==> config.mk <==
export PLATFORM = sky130hd
export DESIGN_NAME = double_ended_queue_flat
export DESIGN_NICKNAME = d
export VERILOG_FILES = /design/src/rtl/deq_pkg.sv /design/src/rtl/deq_if.sv /design/src/rtl/deq_ctrl.sv /design/src/rtl/deq_dpath.sv /design/src/rtl/double_ended_queue.sv /design/src/flat_wrapper.sv
export SDC_FILE = /design/constraint.sdc
export NUM_CORES = 1
export LEC_CHECK = 0
export BUFFER_PORTS_ARGS = -buffer_cell sky130_fd_sc_hd__buf_2
export CORE_MARGIN = 3
export CORE_UTILIZATION = 60
export CTS_BUF_LIST = sky130_fd_sc_hd__clkbuf_8 sky130_fd_sc_hd__clkbuf_16
export DETAILED_ROUTE_END_ITERATION = 16
export PLACE_DENSITY = 0.82
export SYNTH_ARGS = -nofsm -noshare
export SYNTH_HDL_FRONTEND = slang
export SYNTH_SLANG_ARGS = --single-unit
==> constraint.sdc <==
create_clock -name clk -period 3.4 [get_ports clk]
set_clock_uncertainty 0.15 [all_clocks]
set_input_delay 0.34 -clock clk [delete_from_list [all_inputs] [get_ports clk]]
set_output_delay 0.34 -clock clk [all_outputs]
set_load 0.01 [all_outputs]
==> src/rtl/deq_pkg.sv <==
// shared types and constants for the double-ended queue
package deq_pkg;

  localparam int DEPTH      = 16;
  localparam int DATA_WIDTH = 8;
  localparam int PTR_W      = $clog2(DEPTH);
  localparam int CNT_W      = $clog2(DEPTH + 1);

  localparam int OPCODE_W = 3;
  localparam int BYTE_W   = 8;
  localparam int STATUS_W = 2;
  localparam int COUNT_W  = 5;

  typedef enum logic [OPCODE_W-1:0] {
    OP_PUSH_FRONT = 3'd0,
    OP_PUSH_BACK  = 3'd1,
    OP_POP_FRONT  = 3'd2,
    OP_POP_BACK   = 3'd3,
    OP_PEEK_FRONT = 3'd4,
    OP_PEEK_BACK  = 3'd5
  } op_t;

  typedef enum logic [STATUS_W-1:0] {
    ST_OK    = 2'd0,
    ST_EMPTY = 2'd1,
    ST_FULL  = 2'd2
  } status_t;

  typedef enum logic [1:0] {
    S_IDLE,
    S_EXEC,
    S_READ
  } state_t;

  typedef struct packed {
    logic capture;
    logic execute;
    logic respond;
  } cmd_t;

  typedef struct packed {
    logic out_free;
    logic read_needed;
  } stat_t;

endpackage

==> src/rtl/deq_if.sv <==
// request and response channel interfaces
interface deq_req_if;
  logic                           valid;
  logic                           ready;
  logic [deq_pkg::OPCODE_W-1:0]   opcode;
  logic [deq_pkg::BYTE_W-1:0]     push_data;

  modport source (output valid, opcode, push_data, input ready);
  modport sink (input valid, opcode, push_data, output ready);
endinterface

interface deq_rsp_if;
  logic                           valid;
  logic                           ready;
  logic [deq_pkg::BYTE_W-1:0]     out_data;
  logic [deq_pkg::STATUS_W-1:0]   status;
  logic [deq_pkg::COUNT_W-1:0]    entry_count;

  modport source (output valid, out_data, status, entry_count, input ready);
  modport sink (input valid, out_data, status, entry_count, output ready);
endinterface

==> src/rtl/deq_ctrl.sv <==
// controller state machine for the double-ended queue
module deq_ctrl (
  input  logic            clk,
  input  logic            rst,
  input  logic            req_valid,
  output logic            req_ready,
  input  deq_pkg::stat_t  stat,
  output deq_pkg::cmd_t   cmd
);

  deq_pkg::state_t state, state_next;

  always_ff @(posedge clk) begin
    if (rst) begin
      state <= deq_pkg::S_IDLE;
    end else begin
      state <= state_next;
    end
  end

  always_comb begin
    state_next  = state;
    req_ready   = 1'b0;
    cmd.capture = 1'b0;
    cmd.execute = 1'b0;
    cmd.respond = 1'b0;
    unique case (state)
      deq_pkg::S_IDLE: begin
        req_ready = 1'b1;
        if (req_valid) begin
          cmd.capture = 1'b1;
          state_next  = deq_pkg::S_EXEC;
        end
      end
      deq_pkg::S_EXEC: begin
        if (stat.out_free) begin
          cmd.execute = 1'b1;
          state_next  = stat.read_needed ? deq_pkg::S_READ : deq_pkg::S_IDLE;
        end
      end
      deq_pkg::S_READ: begin
        cmd.respond = 1'b1;
        state_next  = deq_pkg::S_IDLE;
      end
      default: state_next = deq_pkg::S_IDLE;
    endcase
  end

endmodule

==> src/rtl/deq_dpath.sv <==
// datapath: entry memory, pointers, fill count and result register
module deq_dpath (
  input  logic                            clk,
  input  logic                            rst,
  input  deq_pkg::cmd_t                   cmd,
  output deq_pkg::stat_t                  stat,
  input  logic [deq_pkg::OPCODE_W-1:0]    opcode,
  input  logic [deq_pkg::BYTE_W-1:0]      push_data,
  output logic                            out_valid,
  input  logic                            out_ready,
  output logic [deq_pkg::BYTE_W-1:0]      out_data,
  output logic [deq_pkg::STATUS_W-1:0]    status,
  output logic [deq_pkg::COUNT_W-1:0]     entry_count
);

  localparam logic [deq_pkg::PTR_W-1:0] LAST_SLOT = deq_pkg::PTR_W'(deq_pkg::DEPTH - 1);
  localparam logic [deq_pkg::CNT_W-1:0] FULL_CNT  = deq_pkg::CNT_W'(deq_pkg::DEPTH);

  logic [deq_pkg::DATA_WIDTH-1:0] mem [deq_pkg::DEPTH];
  logic [deq_pkg::DATA_WIDTH-1:0] rd_data;

  logic [deq_pkg::OPCODE_W-1:0]   op_q;
  logic [deq_pkg::DATA_WIDTH-1:0] data_q;

  logic [deq_pkg::PTR_W-1:0] front, front_next;
  logic [deq_pkg::PTR_W-1:0] back, back_next;
  logic [deq_pkg::CNT_W-1:0] count, count_next;

  logic [deq_pkg::PTR_W-1:0] front_prev, front_inc, back_prev, back_inc;
  logic [deq_pkg::PTR_W-1:0] wr_addr, rd_addr;
  logic                      wr_en, rd_en;
  logic                      is_empty, is_full;
  deq_pkg::status_t          res_status;
  logic [deq_pkg::STATUS_W-1:0] res_status_q;
  logic [deq_pkg::CNT_W-1:0] res_count_q;

  assign is_empty   = (count == '0);
  assign is_full    = (count == FULL_CNT);
  assign front_prev = (front == '0) ? LAST_SLOT : front - 1'b1;
  assign front_inc  = (front == LAST_SLOT) ? '0 : front + 1'b1;
  assign back_prev  = (back == '0) ? LAST_SLOT : back - 1'b1;
  assign back_inc   = (back == LAST_SLOT) ? '0 : back + 1'b1;

  always_comb begin
    front_next = front;
    back_next  = back;
    count_next = count;
    wr_en      = 1'b0;
    wr_addr    = back;
    rd_addr    = front;
    res_status = deq_pkg::ST_OK;
    stat.out_free    = !out_valid || out_ready;
    stat.read_needed = 1'b0;
    case (op_q)
      deq_pkg::OP_PUSH_FRONT: begin
        if (is_full) begin
          res_status = deq_pkg::ST_FULL;
        end else begin
          front_next = front_prev;
          wr_addr    = front_prev;
          wr_en      = 1'b1;
          count_next = count + 1'b1;
        end
      end
      deq_pkg::OP_PUSH_BACK: begin
        if (is_full) begin
          res_status = deq_pkg::ST_FULL;
        end else begin
          back_next  = back_inc;
          wr_en      = 1'b1;
          count_next = count + 1'b1;
        end
      end
      deq_pkg::OP_POP_FRONT, deq_pkg::OP_PEEK_FRONT: begin
        if (is_empty) begin
          res_status = deq_pkg::ST_EMPTY;
        end else begin
          stat.read_needed = 1'b1;
          if (op_q == deq_pkg::OP_POP_FRONT) begin
            front_next = front_inc;
            count_next = count - 1'b1;
          end
        end
      end
      deq_pkg::OP_POP_BACK, deq_pkg::OP_PEEK_BACK: begin
        rd_addr = back_prev;
        if (is_empty) begin
          res_status = deq_pkg::ST_EMPTY;
        end else begin
          stat.read_needed = 1'b1;
          if (op_q == deq_pkg::OP_POP_BACK) begin
            back_next  = back_prev;
            count_next = count - 1'b1;
          end
        end
      end
      default: ;
    endcase
  end

  assign rd_en = cmd.execute && stat.read_needed;

  // request capture
  always_ff @(posedge clk) begin
    if (cmd.capture) begin
      op_q   <= opcode;
      data_q <= deq_pkg::DATA_WIDTH'(push_data);
    end
  end

  // entry memory
  always_ff @(posedge clk) begin
    if (cmd.execute && wr_en) begin
      mem[wr_addr] <= data_q;
    end
    if (rd_en) begin
      rd_data <= mem[rd_addr];
    end
  end

  always_ff @(posedge clk) begin
    if (rst) begin
      front <= '0;
      back  <= '0;
      count <= '0;
    end else if (cmd.execute) begin
      front <= front_next;
      back  <= back_next;
      count <= count_next;
    end
  end

  always_ff @(posedge clk) begin
    if (cmd.execute) begin
      res_status_q <= res_status;
      res_count_q  <= count_next;
    end
  end

  // result register
  always_ff @(posedge clk) begin
    if (rst) begin
      out_valid <= 1'b0;
    end else if ((cmd.execute && !stat.read_needed) || cmd.respond) begin
      out_valid <= 1'b1;
    end else if (out_ready) begin
      out_valid <= 1'b0;
    end
  end

  always_ff @(posedge clk) begin
    if (cmd.execute && !stat.read_needed) begin
      out_data    <= '0;
      status      <= res_status;
      entry_count <= deq_pkg::COUNT_W'(count_next);
    end else if (cmd.respond) begin
      out_data    <= deq_pkg::BYTE_W'(rd_data);
      status      <= res_status_q;
      entry_count <= deq_pkg::COUNT_W'(res_count_q);
    end
  end

endmodule

==> src/rtl/double_ended_queue.sv <==
// top level of the double-ended queue
//
//   channel  dir  handshake     payload
//   req      in   valid/ready   opcode, push_data
//   rsp      out  valid/ready   out_data, status, entry_count
//
// an operation goes from transfer via the captured request to the result register
// (push, error, unused code), or also via the registered read port of the entry
// memory (pop, peek); a new request is taken only in idle, after the last one is done.
// rst is synchronous; it empties the queue and drops any pending result.
// a stalled response holds the next operation in its execute state.
module double_ended_queue (
  input  logic            clk,
  input  logic            rst,
  deq_req_if.sink         req,
  deq_rsp_if.source       rsp
);

  deq_pkg::cmd_t  cmd;
  deq_pkg::stat_t stat;

  deq_ctrl u_ctrl (
    .clk       (clk),
    .rst       (rst),
    .req_valid (req.valid),
    .req_ready (req.ready),
    .stat      (stat),
    .cmd       (cmd)
  );

  deq_dpath u_dpath (
    .clk         (clk),
    .rst         (rst),
    .cmd         (cmd),
    .stat        (stat),
    .opcode      (req.opcode),
    .push_data   (req.push_data),
    .out_valid   (rsp.valid),
    .out_ready   (rsp.ready),
    .out_data    (rsp.out_data),
    .status      (rsp.status),
    .entry_count (rsp.entry_count)
  );

  a_respond_after_exec: assert property (@(posedge clk) disable iff (rst)
    cmd.respond |-> $past(cmd.execute))
    else $error("memory response without a preceding execute");

  a_count_bound: assert property (@(posedge clk) disable iff (rst)
    rsp.valid |-> rsp.entry_count <= deq_pkg::COUNT_W'(deq_pkg::DEPTH))
    else $error("entry count above depth");

  a_full_count: assert property (@(posedge clk) disable iff (rst)
    rsp.valid && rsp.status == deq_pkg::ST_FULL
      |-> rsp.entry_count == deq_pkg::COUNT_W'(deq_pkg::DEPTH))
    else $error("full status with queue not full");

  a_empty_result: assert property (@(posedge clk) disable iff (rst)
    rsp.valid && rsp.status == deq_pkg::ST_EMPTY
      |-> rsp.entry_count == '0 && rsp.out_data == '0)
    else $error("empty status with nonzero data or count");

  a_no_exec_while_busy: assert property (@(posedge clk) disable iff (rst)
    cmd.execute |-> !rsp.valid || rsp.ready)
    else $error("execute while the result register is held");

endmodule
==> src/flat_wrapper.sv <==
// flat-port wrapper written by rule: the top's interface ports become plain ports
module double_ended_queue_flat 
  (clk, rst, req_valid, req_opcode, req_push_data, req_ready, rsp_valid, rsp_out_data, rsp_status, rsp_entry_count, rsp_ready);
  deq_req_if req_i ();
  deq_rsp_if rsp_i ();
  input  logic clk;
  input  logic rst;
  input wire logic [$bits(req_i.valid)-1:0] req_valid;
  input wire logic [$bits(req_i.opcode)-1:0] req_opcode;
  input wire logic [$bits(req_i.push_data)-1:0] req_push_data;
  output wire logic [$bits(req_i.ready)-1:0] req_ready;
  output wire logic [$bits(rsp_i.valid)-1:0] rsp_valid;
  output wire logic [$bits(rsp_i.out_data)-1:0] rsp_out_data;
  output wire logic [$bits(rsp_i.status)-1:0] rsp_status;
  output wire logic [$bits(rsp_i.entry_count)-1:0] rsp_entry_count;
  input wire logic [$bits(rsp_i.ready)-1:0] rsp_ready;
  assign req_i.valid = req_valid;
  assign req_i.opcode = req_opcode;
  assign req_i.push_data = req_push_data;
  assign req_ready = req_i.ready;
  assign rsp_valid = rsp_i.valid;
  assign rsp_out_data = rsp_i.out_data;
  assign rsp_status = rsp_i.status;
  assign rsp_entry_count = rsp_i.entry_count;
  assign rsp_i.ready = rsp_ready;
  double_ended_queue u_core (.clk(clk), .rst(rst), .req(req_i), .rsp(rsp_i));
endmodule
# == Word-level counts from Yosys, hierarchy flattened ==
# Memory sizes are Yosys's and may differ from the RTL's. A register that Yosys moved wholly into a read port is not among the register bits.
# Index checks and enable logic that the tools add are counted.
# word_totals
out_inout_bits,17
n_memories,1
regBits,49
ramBits,128
input_bits,15
# memory_table
name,depth,width,read_ports,rd_ports_with_merged_regs,write_ports,line_no,text
u_core.u_dpath.mem,16,8,1,1,1,deq_dpath.sv:19,logic [deq_pkg::DATA_WIDTH-1:0] mem [deq_pkg::DEPTH];
# classes
n_reduce_logical,23
n_mux,46
n_eq_ne,18
add_sub_neg,6
# ops
op,count
$mux 4,13
$mux 5,7
$pmux 4 s2,2
$mux 1,15
$pmux 5 s3,1
$ne 2x2->1 const B,7
$mux 2,6
$reduce_and 5->1,2
$add 4x1->4 const B,2
$eq 4x4->1 const B,2
$logic_not 4->1,2
$pmux 2 s2,2
$reduce_bool 2->1,4
$sub 4x1->4 const B,2
$eq 3x2->1 const B,2
$eq 3x3->1 const B,2
$reduce_or 2->1,3
$add 5x1->5 const B,1
$eq 5x5->1 const B,1
$logic_not 5->1,1
$sub 5x1->5 const B,1
$reduce_or 4->1,1
$eq 3x1->1 const B,1
$logic_and 1x1->1,3
8 further kinds,10

# == Longest topological paths before layout ==
# logic_depth
ltp_word,7
mapped_depth,12
depth_no_buf,9

# == By module ==
# A second synthesis with hierarchy kept.
# hier_totals
hier_cells,620
hier_area_um2,7786.2
# modules_own_cells
module,cells_per_inst,seq_area_each_um2,area_each_um2,instances
deq_dpath,610,5275.1,7697.4,1
deq_ctrl,10,40.0,88.8,1

# == Worst setup path after synthesis ==
# OpenSTA, ideal clock, no wires.
# synth_path
path_kind,flip-flop to flip-flop
startpoint,register u_core.u_dpath.back[0] (netlist name)
endpoint,"register u_core.u_dpath.rd_data[6] (netlist name), read port of u_core.u_dpath.mem, data pin"
setup_slack_ns,0.691
arrival_ns,2.298
synth_period_minus_slack_ns,2.709
setup_ns,0.261
path_stages_with_launch,10
n_path_buf,2
path_cell_list,dfxtp_1 -> clkbuf_1 -> inv_1 -> ha_1 -> clkbuf_1 -> a21oi_4 -> mux2_1 -> a222oi_1 -> a22o_1 -> a21oi_1
# synth_via
elab_chain_len,3
# synth_lines
item,line_no,text
start: declaration,deq_dpath.sv:26,"logic [deq_pkg::PTR_W-1:0] back, back_next;"
start signal: assignment,deq_dpath.sv:128,back <= back_next;
$sub 4x1->4 or $logic_not 4->1 (tied branches),deq_dpath.sv:41,assign back_prev = (back == '0) ? LAST_SLOT : back - 1'b1;
$mux 4 *,deq_dpath.sv:41,
$mux 4 *,deq_dpath.sv:54,case (op_q)
end: declaration,deq_dpath.sv:20,logic [deq_pkg::DATA_WIDTH-1:0] rd_data;
# Mark *: on every way between the ends. The rest lies on a longest branch, timed or not.
# A chain may end at the register's enable or synchronous reset.

# == Worst setup path in the final report ==
# layout_path
startpoint,register u_core.u_dpath.back[0] (netlist name)
endpoint,"register u_core.u_dpath.rd_data[4] (netlist name), read port of u_core.u_dpath.mem, data pin"
# The elaborated chain is that of the path after synthesis.

==> flow_summary.json <==
{
  "synth.most_common_cell": "edfxtp_1",
  "netlist_area_um2": 7900,
  "met3_usage_pct": 5.99,
  "worst_pin_slew_ns": 0.916,
  "top_usage_layer": "met2",
  "cts_buffers": 17,
  "reg2regPathDepth": 9,
  "synth_enable_flop_cells": 161,
  "postCtsSetupRepairBufs": 0,
  "grt_overflow": 0,
  "htree_levels": 4,
  "drc": 0,
  "track_usage_pct": 24.7,
  "r2r_slack_ns": 0.27,
  "synth_area_leaders": "edfxtp_1 61%, dfxtp_1 6.1%, nand2_1 6.0%",
  "fin_setup_tns_ns": 0,
  "dieArea_um2": 14600,
  "crit_type": "reg2reg",
  "cap_violations": 0,
  "gp_congestion": 0.956,
  "worstSetupEndpoint": "u_core.u_dpath.rd_data[4]",
  "finalSetupViolCount": 0,
  "synth_seq_cells": 185,
  "syn_nets": 655,
  "final_antenna_net_count": 0,
  "crit_required_ns": 3.53,
  "period_share_pct": 92.1,
  "reg2reg_to": "u_core.u_dpath.rd_data[4]",
  "n_antenna_cell": 0,
  "nets": 709,
  "ctsRootBufferMaster": "clkbuf_16",
  "synth_top_area_share_pct": 61.2,
  "hold_viol_final": 0,
  "worstSetupStartpointType": "flop",
  "grt_first_pass_wirelength_um": 27000,
  "final_util_pct": 70.6,
  "ir_drop_v": 0.000358,
  "num_vias": 5311,
  "synthCells": 634,
  "grt_pass1_vias": 5015,
  "status": "finished, final reports clean",
  "grt_antenna_before_repair": 0,
  "path_max_fanout": 14,
  "dieWidth_um": 121,
  "fillerInstances": 813,
  "hpwl_um": 11100,
  "crit_arrival_ns": 3.26,
  "dr.pass1.iters": 5,
  "grt_max_degree": 60,
  "synthArstFlopShare_pct": 0,
  "synth_seq_area_share_pct": 67.3,
  "start_util_pct": 61.9,
  "syn_area_per_cell_um2": 12.5,
  "io_buffer_count": 31,
  "critPathLaunch": "u_core.u_dpath.back[0]",
  "drive_gt1_share_pct": 15.1,
  "tritoncts": "done",
  "end_kind": "flop",
  "yosys_warnings": 0,
  "wirelength_um": 17100,
  "power_density_nw_per_um2": 557,
  "hold_path_class": "in2reg",
  "io_pins": 32,
  "r2r-start": "u_core.u_dpath.back[0]",
  "die_h_um": 121,
  "synth_top_cell_by_area": "edfxtp_1",
  "drt_iter0_drc": 613,
  "insertion_delay_ns": 0.43,
  "synth_ff_type": "edfxtp_1",
  "max_slew_margin_pct": 38.9,
  "area_growth_pct": 14.2,
  "clkTransAtPathRegs_ns": 0.07,
  "grt_use_met1_pct": 33.7,
  "clockBufferDepth": 2,
  "leakage_uw": 0.00331,
  "ys_types": 60,
  "std_cell_rows": 41,
  "finalMaxSlewViolations": 0,
  "rsz0062_at_grt": "false",
  "fmax_mhz": 319,
  "layout_min_cycle_time_ns": 3.13,
  "coreArea_um2": 12800,
  "ctsResizeCount": 0,
  "viasPerCell": 6.08,
  "yosys-top-cells-count": "161 x edfxtp_1, 127 x nand2_1, 47 x nor2_1",
  "grt_use_met2_pct": 38.5,
  "cts.sinks": 185,
  "detail_route.wl_per_cell_um": 19.5
}
## worst max-delay path, cell delays in order, from the launching register on
cell	delay [ns]
dfxtp_1	0.43
inv_1	0.15
ha_1	0.23
or3b_4	0.43
a211oi_4	0.35
a21o_1	0.50
nand2_1	0.13
a221oi_1	0.34
o21ai_1	0.12
o21ai_1	0.13
## cell usage in the layout (no fill, tap or decap), drive strengths merged, types with 2 or more instances in the layout
| master | n |
|---|---|
| xnor2 | 8 |
| or3b | 2 |
| buf | 58 |
| nor2b | 4 |
| and3 | 2 |
| nor2 | 49 |
| o21bai | 2 |
| a21o | 5 |
| nor3b | 3 |
| dfxtp | 24 |
| a211oi | 4 |
| nand3 | 19 |
| a22oi | 7 |
| xor2 | 4 |
| mux2i | 28 |
| ha | 6 |
| edfxtp | 161 |
| and2 | 2 |
| nor3 | 13 |
| clkinv | 3 |
| a21boi | 5 |
| mux2 | 6 |
| a21oi | 41 |
| dlygate4sd3 | 11 |
| o31ai | 2 |
| o21ai | 19 |
| a221oi | 4 |
| a31oi | 5 |
| nand2 | 127 |
| nand2b | 5 |
| inv | 18 |
| a31o | 5 |
| clkbuf | 20 |
| o211ai | 13 |
| a222oi | 2 |
## routing by layer
| layer | share of wire, % | routed length, um | vias up |
|---|---|---|---|
| met5 | 0 | 0 | - |
| met3 | 9.5 | 1620 | 48 |
| li1 | - | - | 2425 |
| met4 | 2.9 | 501 | 0 |
| met2 | 48 | 8140 | 289 |
| met1 | 40 | 6810 | 2549 |
## worst min-delay path by stage
stage                                           from                    endpoint  cells past startpoint
after detailed placement  u_core.u_dpath.out_data[5]  u_core.u_dpath.out_data[5]                      2
after floorplan                     req_push_data[0]    u_core.u_dpath.data_q[0]                      0
after global placement    u_core.u_dpath.out_data[7]  u_core.u_dpath.out_data[7]                      2
after CTS                                  rsp_ready    u_core.u_dpath.out_valid                      3
after global routing                       rsp_ready    u_core.u_dpath.out_valid                      3
final                                      rsp_ready    u_core.u_dpath.out_valid                      3
## through the flow
stage	instance area (um^2)	hold slack [ns]	std cells	power (uW)	setup slack (ns)
after detailed placement	8320	0.297	830	3100	0.343
after floorplan	7900	0.289	634	2960	0.691
final	9020	0.0988	873	5020	0.269
after global routing	9020	0.114	873	5190	0.0622
after CTS	9020	0.0817	873	5030	0.293
after global placement	8320	0.291	830	3070	0.483
## flip-flops by register name, summed over array words and instances (netlist names)
name,flops
u_core.u_dpath.op_q,3
u_core.u_dpath.out_valid,1
u_core.u_dpath.res_count_q,5
u_core.u_ctrl.state,2
u_core.u_dpath.back,4
u_core.u_dpath.status,2
u_core.u_dpath.res_status_q,2
u_core.u_dpath.out_data,8
u_core.u_dpath.data_q,8
u_core.u_dpath.front,4
u_core.u_dpath.mem,128
u_core.u_dpath.entry_count,5
u_core.u_dpath.count,5
u_core.u_dpath.rd_data,8
## cells by family (layout without fill, tap and decap cells)
family | after synthesis | count (layout) | synth area share, %
AO/OA/AOI/OAI | 122 | 122 | 10.5
XOR/XNOR | 12 | 12 | 1.42
adder cells (fa/ha/maj) | 6 | 6 | 0.950
buffers and inverters | 45 | 112 | 3.01
flip-flops | 185 | 185 | 67.3
multiplexers | 34 | 34 | 4.40
AND/OR/NAND/NOR | 230 | 230 | 12.5
## repair_timing
action / in CTS / in global routing
endpoints found under the hold margin: 11 / 0
hold buffers: 11 / 0
setup endpoints to repair: 0 / 0
## area by class of cell
cell class / count / area, um^2 / share of cell area (%)
clock buffers: 20 / 500 / 5.55
clock inverters: 12 / 95.1 / 1.05
inverters: 11 / 41.3 / 0.458
multi-input cells: 404 / 2350 / 26.0
flip-flops and latches: 185 / 5320 / 58.9
well taps: 172 / 215 / 2.39
repair buffers: 69 / 505 / 5.60
## power breakdown
group	switching, uW	total (uW)	internal, uW	leakage [uW]
registers	57.5	2580	2520	0.00166
logic	299	488	189	0.00135
clock network	817	1950	1130	0.000309
total	1170	5020	3850	0.00331
Power figures use the tool's default switching activity.
